## config.mk

```make
export PLATFORM = sky130hd
export DESIGN_NAME = signed_divide_by_invariant
export DESIGN_NICKNAME = d
export VERILOG_FILES = /design/src/sdbi_pkg.sv /design/src/sdbi_magic.sv /design/src/signed_divide_by_invariant.sv
export SDC_FILE = /design/constraint.sdc
export NUM_CORES = 2
export LEC_CHECK = 0
export ABC_AREA = 1
export BUFFER_PORTS_ARGS = -buffer_cell sky130_fd_sc_hd__buf_2
export CORE_MARGIN = 2
export CORE_UTILIZATION = 60
export CTS_BUF_LIST = sky130_fd_sc_hd__clkbuf_16
export CTS_CLUSTER_DIAMETER = 50
export DETAILED_ROUTE_END_ITERATION = 10
export MAX_ROUTING_LAYER = met4
export PLACE_DENSITY = 0.77
export RECOVER_POWER = 25
export REMOVE_ABC_BUFFERS = 1
export SLEW_MARGIN = 20
export SYNTH_ARGS = -nofsm -noshare
export SYNTH_HDL_FRONTEND = slang
export SYNTH_SLANG_ARGS = --single-unit
```

## constraint.sdc

```tcl
create_clock -name clk_i -period 16.8 [get_ports clk_i]
set_input_delay 0.84 -clock clk_i [delete_from_list [all_inputs] [get_ports clk_i]]
set_output_delay 0.84 -clock clk_i [all_outputs]
set_load 0.05 [all_outputs]
```

## src/sdbi_pkg.sv

```systemverilog
// ----------------------------------------------------------------------------
// sdbi_pkg
// Shared types for the signed divide-by-invariant block: the state encoding
// of the magic derivation sequencer and its status bundle.
// ----------------------------------------------------------------------------
package sdbi_pkg;

  // Magic derivation sequencer states
  typedef enum logic [1:0] {
    DV_IDLE,  // magic values valid
    DV_LOG,   // searching l = ceil(log2 |d|)
    DV_DIV    // restoring long division of 2^(W+l-1) by |d|
  } dv_state_e;

  // Status from the derivation unit to the datapath
  typedef struct packed {
    logic busy;      // derivation in progress, magic not yet usable
    logic div_neg;   // divisor is negative
    logic div_zero;  // divisor is zero
  } dv_status_t;

endpackage

```

## src/sdbi_magic.sv

```systemverilog
// ----------------------------------------------------------------------------
// sdbi_magic
// Derives the magic multiplier and post-shift from a written divisor with a
// bit-serial search for l followed by a one-bit-per-cycle long division.
// ----------------------------------------------------------------------------
module sdbi_magic #(
  parameter int DATA_WIDTH = 32
) (
  input  logic                          clk_i,
  input  logic                          rst_ni,
  input  logic                          divisor_we_i,
  input  logic [DATA_WIDTH-1:0]         divisor_wdata_i,
  output logic [DATA_WIDTH-1:0]         magic_o,
  output logic [$clog2(DATA_WIDTH)-1:0] shift_o,
  output sdbi_pkg::dv_status_t          status_o
);

  localparam int LW = $clog2(DATA_WIDTH);
  localparam int CW = $clog2(2 * DATA_WIDTH);

  sdbi_pkg::dv_state_e state_q, state_d;

  logic [DATA_WIDTH-1:0] magic_q, magic_d;
  logic [LW-1:0]         shift_q, shift_d;
  logic                  neg_q, neg_d;
  logic                  zero_q, zero_d;

  // sequencer payload
  logic [DATA_WIDTH-1:0] abs_q, abs_d;
  logic [DATA_WIDTH-1:0] pow_q, pow_d;
  logic [DATA_WIDTH-1:0] rem_q, rem_d;
  logic [DATA_WIDTH-1:0] quo_q, quo_d;
  logic [LW-1:0]         l_q, l_d;
  logic [CW-1:0]         cnt_q, cnt_d;
  logic                  first_q, first_d;

  logic [DATA_WIDTH-1:0] wr_abs;
  logic [DATA_WIDTH-1:0] rem_sh;
  logic                  rem_ge;
  logic [DATA_WIDTH-1:0] quo_nxt;
  logic [LW-1:0]         l_fix;

  // |d|; the most negative value maps to 2^(W-1) as an unsigned magnitude
  assign wr_abs  = divisor_wdata_i[DATA_WIDTH-1] ? (~divisor_wdata_i + 1'b1)
                                                 : divisor_wdata_i;
  // remainder stays below |d| <= 2^(W-1), so the dropped top bit is zero
  assign rem_sh  = {rem_q[DATA_WIDTH-2:0], first_q};
  assign rem_ge  = (rem_sh >= abs_q);
  assign quo_nxt = {quo_q[DATA_WIDTH-2:0], rem_ge};
  assign l_fix   = (l_q == '0) ? LW'(1) : l_q;

  always_comb begin
    state_d = state_q;
    magic_d = magic_q;
    shift_d = shift_q;
    neg_d   = neg_q;
    zero_d  = zero_q;
    abs_d   = abs_q;
    pow_d   = pow_q;
    rem_d   = rem_q;
    quo_d   = quo_q;
    l_d     = l_q;
    cnt_d   = cnt_q;
    first_d = first_q;

    unique case (state_q)
      sdbi_pkg::DV_IDLE: ;
      sdbi_pkg::DV_LOG: begin
        if ((l_q < LW'(DATA_WIDTH - 1)) && (pow_q < abs_q)) begin
          l_d   = l_q + 1'b1;
          pow_d = {pow_q[DATA_WIDTH-2:0], 1'b0};
        end else begin
          // minimum l of 1; W+l steps of long division follow
          l_d     = l_fix;
          cnt_d   = CW'(DATA_WIDTH) + CW'(l_fix);
          rem_d   = '0;
          quo_d   = '0;
          first_d = 1'b1;
          state_d = sdbi_pkg::DV_DIV;
        end
      end
      sdbi_pkg::DV_DIV: begin
        rem_d   = rem_ge ? (rem_sh - abs_q) : rem_sh;
        quo_d   = quo_nxt;
        first_d = 1'b0;
        cnt_d   = cnt_q - 1'b1;
        if (cnt_q == CW'(1)) begin
          magic_d = quo_nxt + 1'b1;
          shift_d = l_q - 1'b1;
          state_d = sdbi_pkg::DV_IDLE;
        end
      end
      default: state_d = sdbi_pkg::DV_IDLE;
    endcase

    // a write restarts the derivation from scratch
    if (divisor_we_i) begin
      neg_d  = divisor_wdata_i[DATA_WIDTH-1];
      zero_d = (divisor_wdata_i == '0);
      abs_d  = wr_abs;
      pow_d  = DATA_WIDTH'(1);
      l_d    = '0;
      if (divisor_wdata_i == '0) begin
        magic_d = '0;
        shift_d = '0;
        state_d = sdbi_pkg::DV_IDLE;
      end else begin
        state_d = sdbi_pkg::DV_LOG;
      end
    end
  end

  always_ff @(posedge clk_i or negedge rst_ni) begin
    if (!rst_ni) begin
      state_q <= sdbi_pkg::DV_IDLE;
      magic_q <= DATA_WIDTH'(1);
      shift_q <= '0;
      neg_q   <= 1'b0;
      zero_q  <= 1'b0;
    end else begin
      state_q <= state_d;
      magic_q <= magic_d;
      shift_q <= shift_d;
      neg_q   <= neg_d;
      zero_q  <= zero_d;
    end
  end

  always_ff @(posedge clk_i) begin
    abs_q   <= abs_d;
    pow_q   <= pow_d;
    rem_q   <= rem_d;
    quo_q   <= quo_d;
    l_q     <= l_d;
    cnt_q   <= cnt_d;
    first_q <= first_d;
  end

  assign magic_o           = magic_q;
  assign shift_o           = shift_q;
  assign status_o.busy     = (state_q != sdbi_pkg::DV_IDLE);
  assign status_o.div_neg  = neg_q;
  assign status_o.div_zero = zero_q;

endmodule

```

## src/signed_divide_by_invariant.sv

```systemverilog
// ----------------------------------------------------------------------------
// signed_divide_by_invariant
// Pipeline: input register, partial products, product sum, shift/fix-up into the
// output register. Throughput: one dividend per cycle unless the output stalls or
// a divisor is being derived; each stage moves on when its successor frees up.
// A divisor write blocks input while it is taken, then for up to DATA_WIDTH
// l-search steps and DATA_WIDTH+l division steps.
// Reset: async active low; divisor 1, magic 1, post-shift 0, pipeline empty.
// ----------------------------------------------------------------------------
module signed_divide_by_invariant #(
  parameter int DATA_WIDTH = 32
) (
  input  logic                         clk_i,
  input  logic                         rst_ni,
  // divisor register write
  input  logic                         divisor_we_i,
  input  logic signed [DATA_WIDTH-1:0] divisor_wdata_i,
  // dividend channel
  input  logic                         in_valid_i,
  output logic                         in_stall_o,
  input  logic signed [DATA_WIDTH-1:0] dividend_i,
  // quotient channel
  output logic                         out_valid_o,
  input  logic                         out_stall_i,
  output logic signed [DATA_WIDTH-1:0] quotient_o,
  output logic                         divide_by_zero_o
);

  // Split of each operand for the multiply-high:
  //   x = xh * 2^LOW + xl, xh signed (HIW bits), xl unsigned (LOW bits).
  // Each partial product stays near 32x32 even at 64-bit data width.
  localparam int LW  = $clog2(DATA_WIDTH);
  localparam int LOW = DATA_WIDTH / 2;
  localparam int HIW = DATA_WIDTH - LOW;
  localparam int PW  = 2 * DATA_WIDTH;

  // --------------------------------------------------------------------------
  // Magic derivation
  // --------------------------------------------------------------------------
  logic [DATA_WIDTH-1:0] magic;
  logic [LW-1:0]         post_shift;
  sdbi_pkg::dv_status_t  dv_status;

  sdbi_magic #(
    .DATA_WIDTH (DATA_WIDTH)
  ) u_magic (
    .clk_i           (clk_i),
    .rst_ni          (rst_ni),
    .divisor_we_i    (divisor_we_i),
    .divisor_wdata_i (divisor_wdata_i),
    .magic_o         (magic),
    .shift_o         (post_shift),
    .status_o        (dv_status)
  );

  // --------------------------------------------------------------------------
  // Pipeline flow control. A stage loads when it is empty or its successor
  // loads, so bubbles close up while the output is held.
  // --------------------------------------------------------------------------
  logic s0_vld_q, s1_vld_q, s2_vld_q, s3_vld_q;
  logic ld0, ld1, ld2, ld3;
  logic in_acc;

  assign ld3 = !s3_vld_q || !out_stall_i;
  assign ld2 = !s2_vld_q || ld3;
  assign ld1 = !s1_vld_q || ld2;
  assign ld0 = !s0_vld_q || ld1;

  // no item is taken while the magic values are being rebuilt
  assign in_stall_o = !ld0 || dv_status.busy || divisor_we_i;
  assign in_acc     = in_valid_i && !in_stall_o;

  always_ff @(posedge clk_i or negedge rst_ni) begin
    if (!rst_ni) begin
      s0_vld_q <= 1'b0;
      s1_vld_q <= 1'b0;
      s2_vld_q <= 1'b0;
      s3_vld_q <= 1'b0;
    end else begin
      if (ld0) s0_vld_q <= in_acc;
      if (ld1) s1_vld_q <= s0_vld_q;
      if (ld2) s2_vld_q <= s1_vld_q;
      if (ld3) s3_vld_q <= s2_vld_q;
    end
  end

  // --------------------------------------------------------------------------
  // Stage 0: dividend register
  // --------------------------------------------------------------------------
  logic signed [DATA_WIDTH-1:0] n0_q;

  always_ff @(posedge clk_i) begin
    if (ld0 && in_acc) begin
      n0_q <= dividend_i;
    end
  end

  // --------------------------------------------------------------------------
  // Stage 1: four partial products of magic * n
  // --------------------------------------------------------------------------
  logic signed [HIW-1:0]   m_hi, n_hi;
  logic signed [LOW:0]     m_lo, n_lo;      // zero-extended low halves
  logic [LOW-1:0]          m_lo_u, n_lo_u;
  logic signed [2*HIW-1:0] pp_hh_d, pp_hh_q;
  logic signed [HIW+LOW:0] pp_hl_d, pp_hl_q;
  logic signed [HIW+LOW:0] pp_lh_d, pp_lh_q;
  logic [2*LOW-1:0]        pp_ll_d, pp_ll_q;
  logic signed [DATA_WIDTH-1:0] n1_q;

  assign m_hi   = magic[DATA_WIDTH-1:LOW];
  assign n_hi   = n0_q[DATA_WIDTH-1:LOW];
  assign m_lo_u = magic[LOW-1:0];
  assign n_lo_u = n0_q[LOW-1:0];
  assign m_lo   = {1'b0, m_lo_u};
  assign n_lo   = {1'b0, n_lo_u};

  assign pp_hh_d = m_hi * n_hi;
  assign pp_hl_d = m_hi * n_lo;
  assign pp_lh_d = m_lo * n_hi;
  assign pp_ll_d = m_lo_u * n_lo_u;

  always_ff @(posedge clk_i) begin
    if (ld1 && s0_vld_q) begin
      pp_hh_q <= pp_hh_d;
      pp_hl_q <= pp_hl_d;
      pp_lh_q <= pp_lh_d;
      pp_ll_q <= pp_ll_d;
      n1_q    <= n0_q;
    end
  end

  // --------------------------------------------------------------------------
  // Stage 2: full signed product, upper half added to n (wraps at W bits)
  // --------------------------------------------------------------------------
  logic [PW-1:0]         prod_hh, prod_hl, prod_lh, prod_ll, prod;
  logic [DATA_WIDTH-1:0] q2_d;
  logic [DATA_WIDTH-1:0] q2_q;
  logic                  nneg2_q;

  assign prod_hh = {{(PW-2*HIW){pp_hh_q[2*HIW-1]}}, pp_hh_q} << (2 * LOW);
  assign prod_hl = {{(PW-HIW-LOW-1){pp_hl_q[HIW+LOW]}}, pp_hl_q} << LOW;
  assign prod_lh = {{(PW-HIW-LOW-1){pp_lh_q[HIW+LOW]}}, pp_lh_q} << LOW;
  assign prod_ll = {{(PW-2*LOW){1'b0}}, pp_ll_q};
  assign prod    = prod_hh + prod_hl + prod_lh + prod_ll;
  assign q2_d    = n1_q + prod[PW-1:DATA_WIDTH];

  always_ff @(posedge clk_i) begin
    if (ld2 && s1_vld_q) begin
      q2_q    <= q2_d;
      nneg2_q <= n1_q[DATA_WIDTH-1];
    end
  end

  // --------------------------------------------------------------------------
  // Stage 3: arithmetic post-shift, +1 for negative n, sign of d; zero when d is 0.
  // With negative d and negative n, -(x+1) folds into ~x.
  // --------------------------------------------------------------------------
  logic signed [DATA_WIDTH-1:0] q_sh;
  logic [DATA_WIDTH-1:0]        q3_d;
  logic [DATA_WIDTH-1:0]        q3_q;
  logic                         dz3_q;

  assign q_sh = $signed(q2_q) >>> post_shift;

  always_comb begin
    priority if (dv_status.div_zero) begin
      q3_d = '0;
    end else if (dv_status.div_neg) begin
      q3_d = nneg2_q ? ~q_sh : (~q_sh + 1'b1);
    end else begin
      q3_d = nneg2_q ? (q_sh + 1'b1) : q_sh;
    end
  end

  always_ff @(posedge clk_i) begin
    if (ld3 && s2_vld_q) begin
      q3_q  <= q3_d;
      dz3_q <= dv_status.div_zero;
    end
  end

  assign out_valid_o      = s3_vld_q;
  assign quotient_o       = q3_q;
  assign divide_by_zero_o = dz3_q;

endmodule
```

# Word level (Yosys, flattened, before mapping)
# Cells that the tools add are included.
# word_totals
reg_bits	443
in_bits	69
word_cells	111
# op_classes
addsub	13
multipliers	4
order_cmp	3
n_eq_ne	7
shifts	1
n_mux	27
bitwise	2
reduce_logical	27
# op_table
op	n
$mux W32	7
$add A32 B1 Y32 const B	4
$add A64 B64 Y64	2
$pmux W31 S2	2
$mux W31	3
$add A64 B32 Y64	1
$mul A16 B16 Y32	2
$not A32 Y32	2
$mul A16 B17 Y33	1
$mul A17 B16 Y33	1
$add A32 B32 Y32	1
$ge A32 B32 Y1	1
$logic_not A32 Y1	1
$lt A32 B32 Y1	1
$sshr A32 B5 Y32	1
$sub A31 B31 Y31	1
$mux W5	6
$pmux W6 S2	1
$logic_not A1 Y1	7
$add A6 B5 Y6 const A	1
$eq A6 B1 Y1 const B	1
$logic_and A1 B1 Y1	6
$logic_or A1 B1 Y1	6
$mux W2	3
18 further kinds	22

# Depth between registers and ports, before layout
# logic_depth
ltp_word	11
depth_mapped	33
depth_no_buf	33

# Cells and area by module
# A second synthesis with hierarchy kept.
# hier_totals
hier_cells	7886
hier_area_um2	63556.0
# by_module_without_submodules
mod	n_inst	cells_per_inst	area_per_inst_um2	seq_area_each_um2
signed_divide_by_invariant	1	6523	52447.8	7427.1
sdbi_magic	1	1363	11108.2	4800.9

# Worst setup path before layout
# No wires, ideal clock.
# synth_path
path_type	input-to-reg
startpoint	input out_stall_i
endpoint	register n1_q[0], enable pin
t_arrival_ns	7.192
required_time_ns	16.143
slack_ns	8.951
stages	5
path_cell_list	nand2_1 -> nor2_1 -> inv_1 -> nor2_1 -> nor2_1
# synth_between
elab_chain_len	5
# synth_lines
element	line	source
from (decl)	signed_divide_by_invariant.sv:24	input logic out_stall_i,
$logic_not A1 Y1	signed_divide_by_invariant.sv:64	assign ld3 = !s3_vld_q || !out_stall_i;
$logic_or A1 B1 Y1	signed_divide_by_invariant.sv:64	
$logic_or A1 B1 Y1	signed_divide_by_invariant.sv:65	assign ld2 = !s2_vld_q || ld3;
$logic_or A1 B1 Y1	signed_divide_by_invariant.sv:66	assign ld1 = !s1_vld_q || ld2;
$logic_and A1 B1 Y1	signed_divide_by_invariant.sv:123	if (ld1 && s0_vld_q) begin
to (signal assigned)	signed_divide_by_invariant.sv:128	n1_q <= n0_q;
to (decl)	signed_divide_by_invariant.sv:108	logic signed [DATA_WIDTH-1:0] n1_q;
# Every way passes these cells.
# A chain may end at the register's enable or synchronous reset.

# Final worst setup path
# layout_path
startpoint	register n0_q[1]
endpoint	register pp_ll_q[28], data pin
# layout_between
elab_chain_len	1
# layout_lines
element	line	source
from (decl)	signed_divide_by_invariant.sv:90	logic signed [DATA_WIDTH-1:0] n0_q;
from (signal assigned)	signed_divide_by_invariant.sv:94	n0_q <= dividend_i;
$mul A16 B16 Y32	signed_divide_by_invariant.sv:120	assign pp_ll_d = m_lo_u * n_lo_u;
named net pp_ll_d[28]	signed_divide_by_invariant.sv:107	logic [2*LOW-1:0] pp_ll_d, pp_ll_q;
to (signal assigned)	signed_divide_by_invariant.sv:127	pp_ll_q <= pp_ll_d;
to (decl)	signed_divide_by_invariant.sv:107	
# The timed path passes the listed nets, and every way through them passes these cells.

==> flow_summary.yaml <==
clocking:
  cts_resized: 0
  clk_pin_slew_ps: 60
  clockRootBuffer: "clkbuf_16"
  cts_tree: "built"
  cts_buffers: 71
  post_cts_buffers: 0
  clkSinkCount: 427
  cts_hold_buf: 0
  cts_htree_levels: 3
  worstSkewPairLatency_ps: 660
  clk_path_buf_depth: 3
floorplanning:
  fp.dieW_um: 329
  rows: 119
  dieArea_mm2: 0.108
  pin_count: 104
  die_h_um: 329
  start_util: 0.603
  core_area_mm2: 0.105
worst_setup_path:
  cp-start-kind: "flop"
  crit_path_end_kind: "flop"
  crit_fanout: 33
  cp.arrival_ps: 8530
  required_ps: 17200
  critical_path_class: "reg2reg"
logic_synthesis:
  synth_xor_area_frac: 0.0366
  synth_seq_cells: 427
  syn-instance-count: 7784
  synth_top_family_by_area: "adder cells"
  synth_adder_area_share: 0.396
  synth-async-reset-ratio: 0.105
  synthMuxAreaShare: 0
  synth_cell_types: 63
  synth_compound_area_frac: 0.0709
  syn_area_per_cell_um2: 8.12
  synth-main-ff-cell: "edfxtp_1"
  ys_seq_area_frac: 0.193
  synthSimpleGateAreaFrac: 0.173
  synth_edf_count: 345
  netlist_area_mm2: 0.0632
  ys.warnings.count: 0
outcome:
  violations: "capacitance limit, slew limit"
  status: "complete, but fails checks"
routing:
  num_vias: 51100
  drt-pass1-iter-count: 6
  final_antenna_net_count: 0
  wirelength_um: 171000
  drtIter0Drc: 4095
  drc: 0
  wl_per_cell_um: 18.6
  drt-vias-per-instance: 5.56
placed_design:
  pre_cts_ws_ps: 9980
  io_buffer_count: 103
  gp_congestion: 1.02
  dp_hpwl_um: 129000
pwr:
  p_leak_nw: 35.9
  vdd_drop_max_mv: 0.202
  power_density_mw_per_mm2: 201
sta:
  worst_pin_slew_ps: 3310
  fin_tns_setup_ps: 0
  period_share: 0.484
  report.final.slew_viol_count: 1138
  maxSlewHeadroom: -1.21
  max_freq_mhz: 123
  layout_setup_ws_ps: 8670
  final.setup_skew_ps: 54.4
  setup_viol: 0
  finalHoldViolCount: 0
  min_period_ps: 8130
  rsz0062_at_grt: "false"
layout:
  nNetsFinal: 9277
  syn2layout_area_growth_pct: 6.18
  layout_common_cells: "1865 x inv_1, 1699 x nand2_1, 891 x fa_1"
  layout-drive-gt1-share: 0.0481
  layout_commonest_cell: "inv_1"
  fillCellCount: 8992
  multi_input_area_mm2: 0.0428
  seq_area_mm2: 0.0122
grt:
  antenna_found_initial: 5
  grt_max_degree: 147
  grt_overflow: 0
  grt_pass1_wl_um: 278000
  grt_pass1_vias: 53400
  track_usage: 0.337
worst_hold_path:
  hold_path.class: "in2reg"
run:
  maxCapViolCount: 33
-- cell families (layout without fill, tap and decap cells) --
family,count (synthesis),count (layout)
other,0,1
XOR/XNOR,264,264
flip-flops,427,427
adder cells (fa/ha/maj),1467,1467
AND/OR/NAND/NOR,2658,2658
buffers and inverters,2167,2182
AO/OA/AOI/OAI,801,801
-- stage by stage --
stage	total power [W]	cell area, um^2	utilization	hold WS, ps	cells
after floorplan	0.00921	62000	-	433	7489
after global placement	0.0117	64900	0.619	453	9058
after detailed placement	0.0119	64900	0.619	472	9059
after CTS	0.0134	67300	0.642	323	9190
after global routing	0.0149	67100	0.640	342	9191
final	0.0135	67100	0.640	351	9191
-- synthesized netlist by cell type (all sizes together) (4+ instances only) --
library cell     n  area [um^2]
a21boi           7         52.6
o2111ai          4         35.0
or2             24          150
dfrtp           44         1100
nand2         1725         6550
a31oi           36          225
o221ai           4         35.0
o211ai          19          143
a21oi          376         1900
clkbuf         259          972
nor3            64          350
o21bai          18          135
edfxtp         345        10400
a211oi          15          113
o21ai          257         1330
ha             576         7210
o31ai            9         72.6
xnor2           95          832
dfxtp           37          741
nor4            17          106
a221oi           8         70.1
nand4           47          294
a21o            13         97.6
fa             891        17800
buf             36          216
nand3          305         1600
xor2           169         1480
inv           1870         7020
o21a            23          173
nor2           465         1800
-- worst max-delay path: stages (launching register included) --
cell	delay (ps)
edfxtp_1	320
clkbuf_1	1760
nand2_1	280
fa_1	620
fa_1	580
fa_1	450
fa_1	550
inv_1	60
fa_1	490
inv_1	50
fa_1	480
inv_1	40
ha_1	340
nand4_1	120
or3_1	360
o311ai_0	840
a41oi_1	270
xor2_1	200
-- layer usage --
metal | up-vias | part of all wire | track usage | wire length, um
met2 | 2240 | 0.47 | 0.552 | 80800
met3 | 526 | 0.084 | 0.0543 | 14400
met4 | 0 | 0.051 | 0.145 | 8730
met1 | 24700 | 0.39 | 0.416 | 67100
met5 | - | 0 | - | 0
li1 | 23700 | - | - | -
-- where the power goes --
part | leakage [nW] | internal, W | switching (W)
clock | 1.16 | 0.000849 | 0.000586
sequential | 4.01 | 0.00186 | 0.000174
combinational | 30.7 | 0.00359 | 0.00644
total | 35.9 | 0.00630 | 0.00720
-- sequential cells by signal, indices dropped and copies added, names as in the netlist, 2 cells and up --
| register | count |
|---|---|
| pp_lh_q | 33 |
| q2_q | 32 |
| n0_q | 32 |
| pp_hh_q | 32 |
| u_magic.magic_o | 32 |
| quotient_o | 32 |
| u_magic.l_q | 5 |
| u_magic.cnt_q | 6 |
| u_magic.pow_q | 32 |
| pp_ll_q | 16 |
| u_magic.shift_o | 5 |
| u_magic.rem_q | 31 |
| pp_hl_q | 33 |
| u_magic.abs_q | 32 |
| u_magic.quo_q | 31 |
| u_magic.state_q | 2 |
| n1_q | 32 |
-- cell type report --
type	count	area share
clock buffer	74	0.0276
clock inverter	57	0.00718
sequential	427	0.182
multi-input combinational	5190	0.638
antenna	1	0.0000373
timing repair buffer	179	0.0145
inverter	1872	0.105
tap	1391	0.0259
-- final timing paths --
kind,start,to,slack [ps],cells after the start
min in group asynchronous,rst_ni,u_magic.magic_o[6],1400,2
setup / recovery,n0_q[1],pp_ll_q[28],8670,17
hold / removal,dividend_i[11],n0_q[11],350,1
hold reg to reg,s2_vld_q,out_valid_o,460,2
setup reg to reg,n0_q[1],pp_ll_q[28],8670,17
max in group asynchronous,rst_ni,u_magic.magic_o[22],13500,2
(Power assumes the default switching activity.)
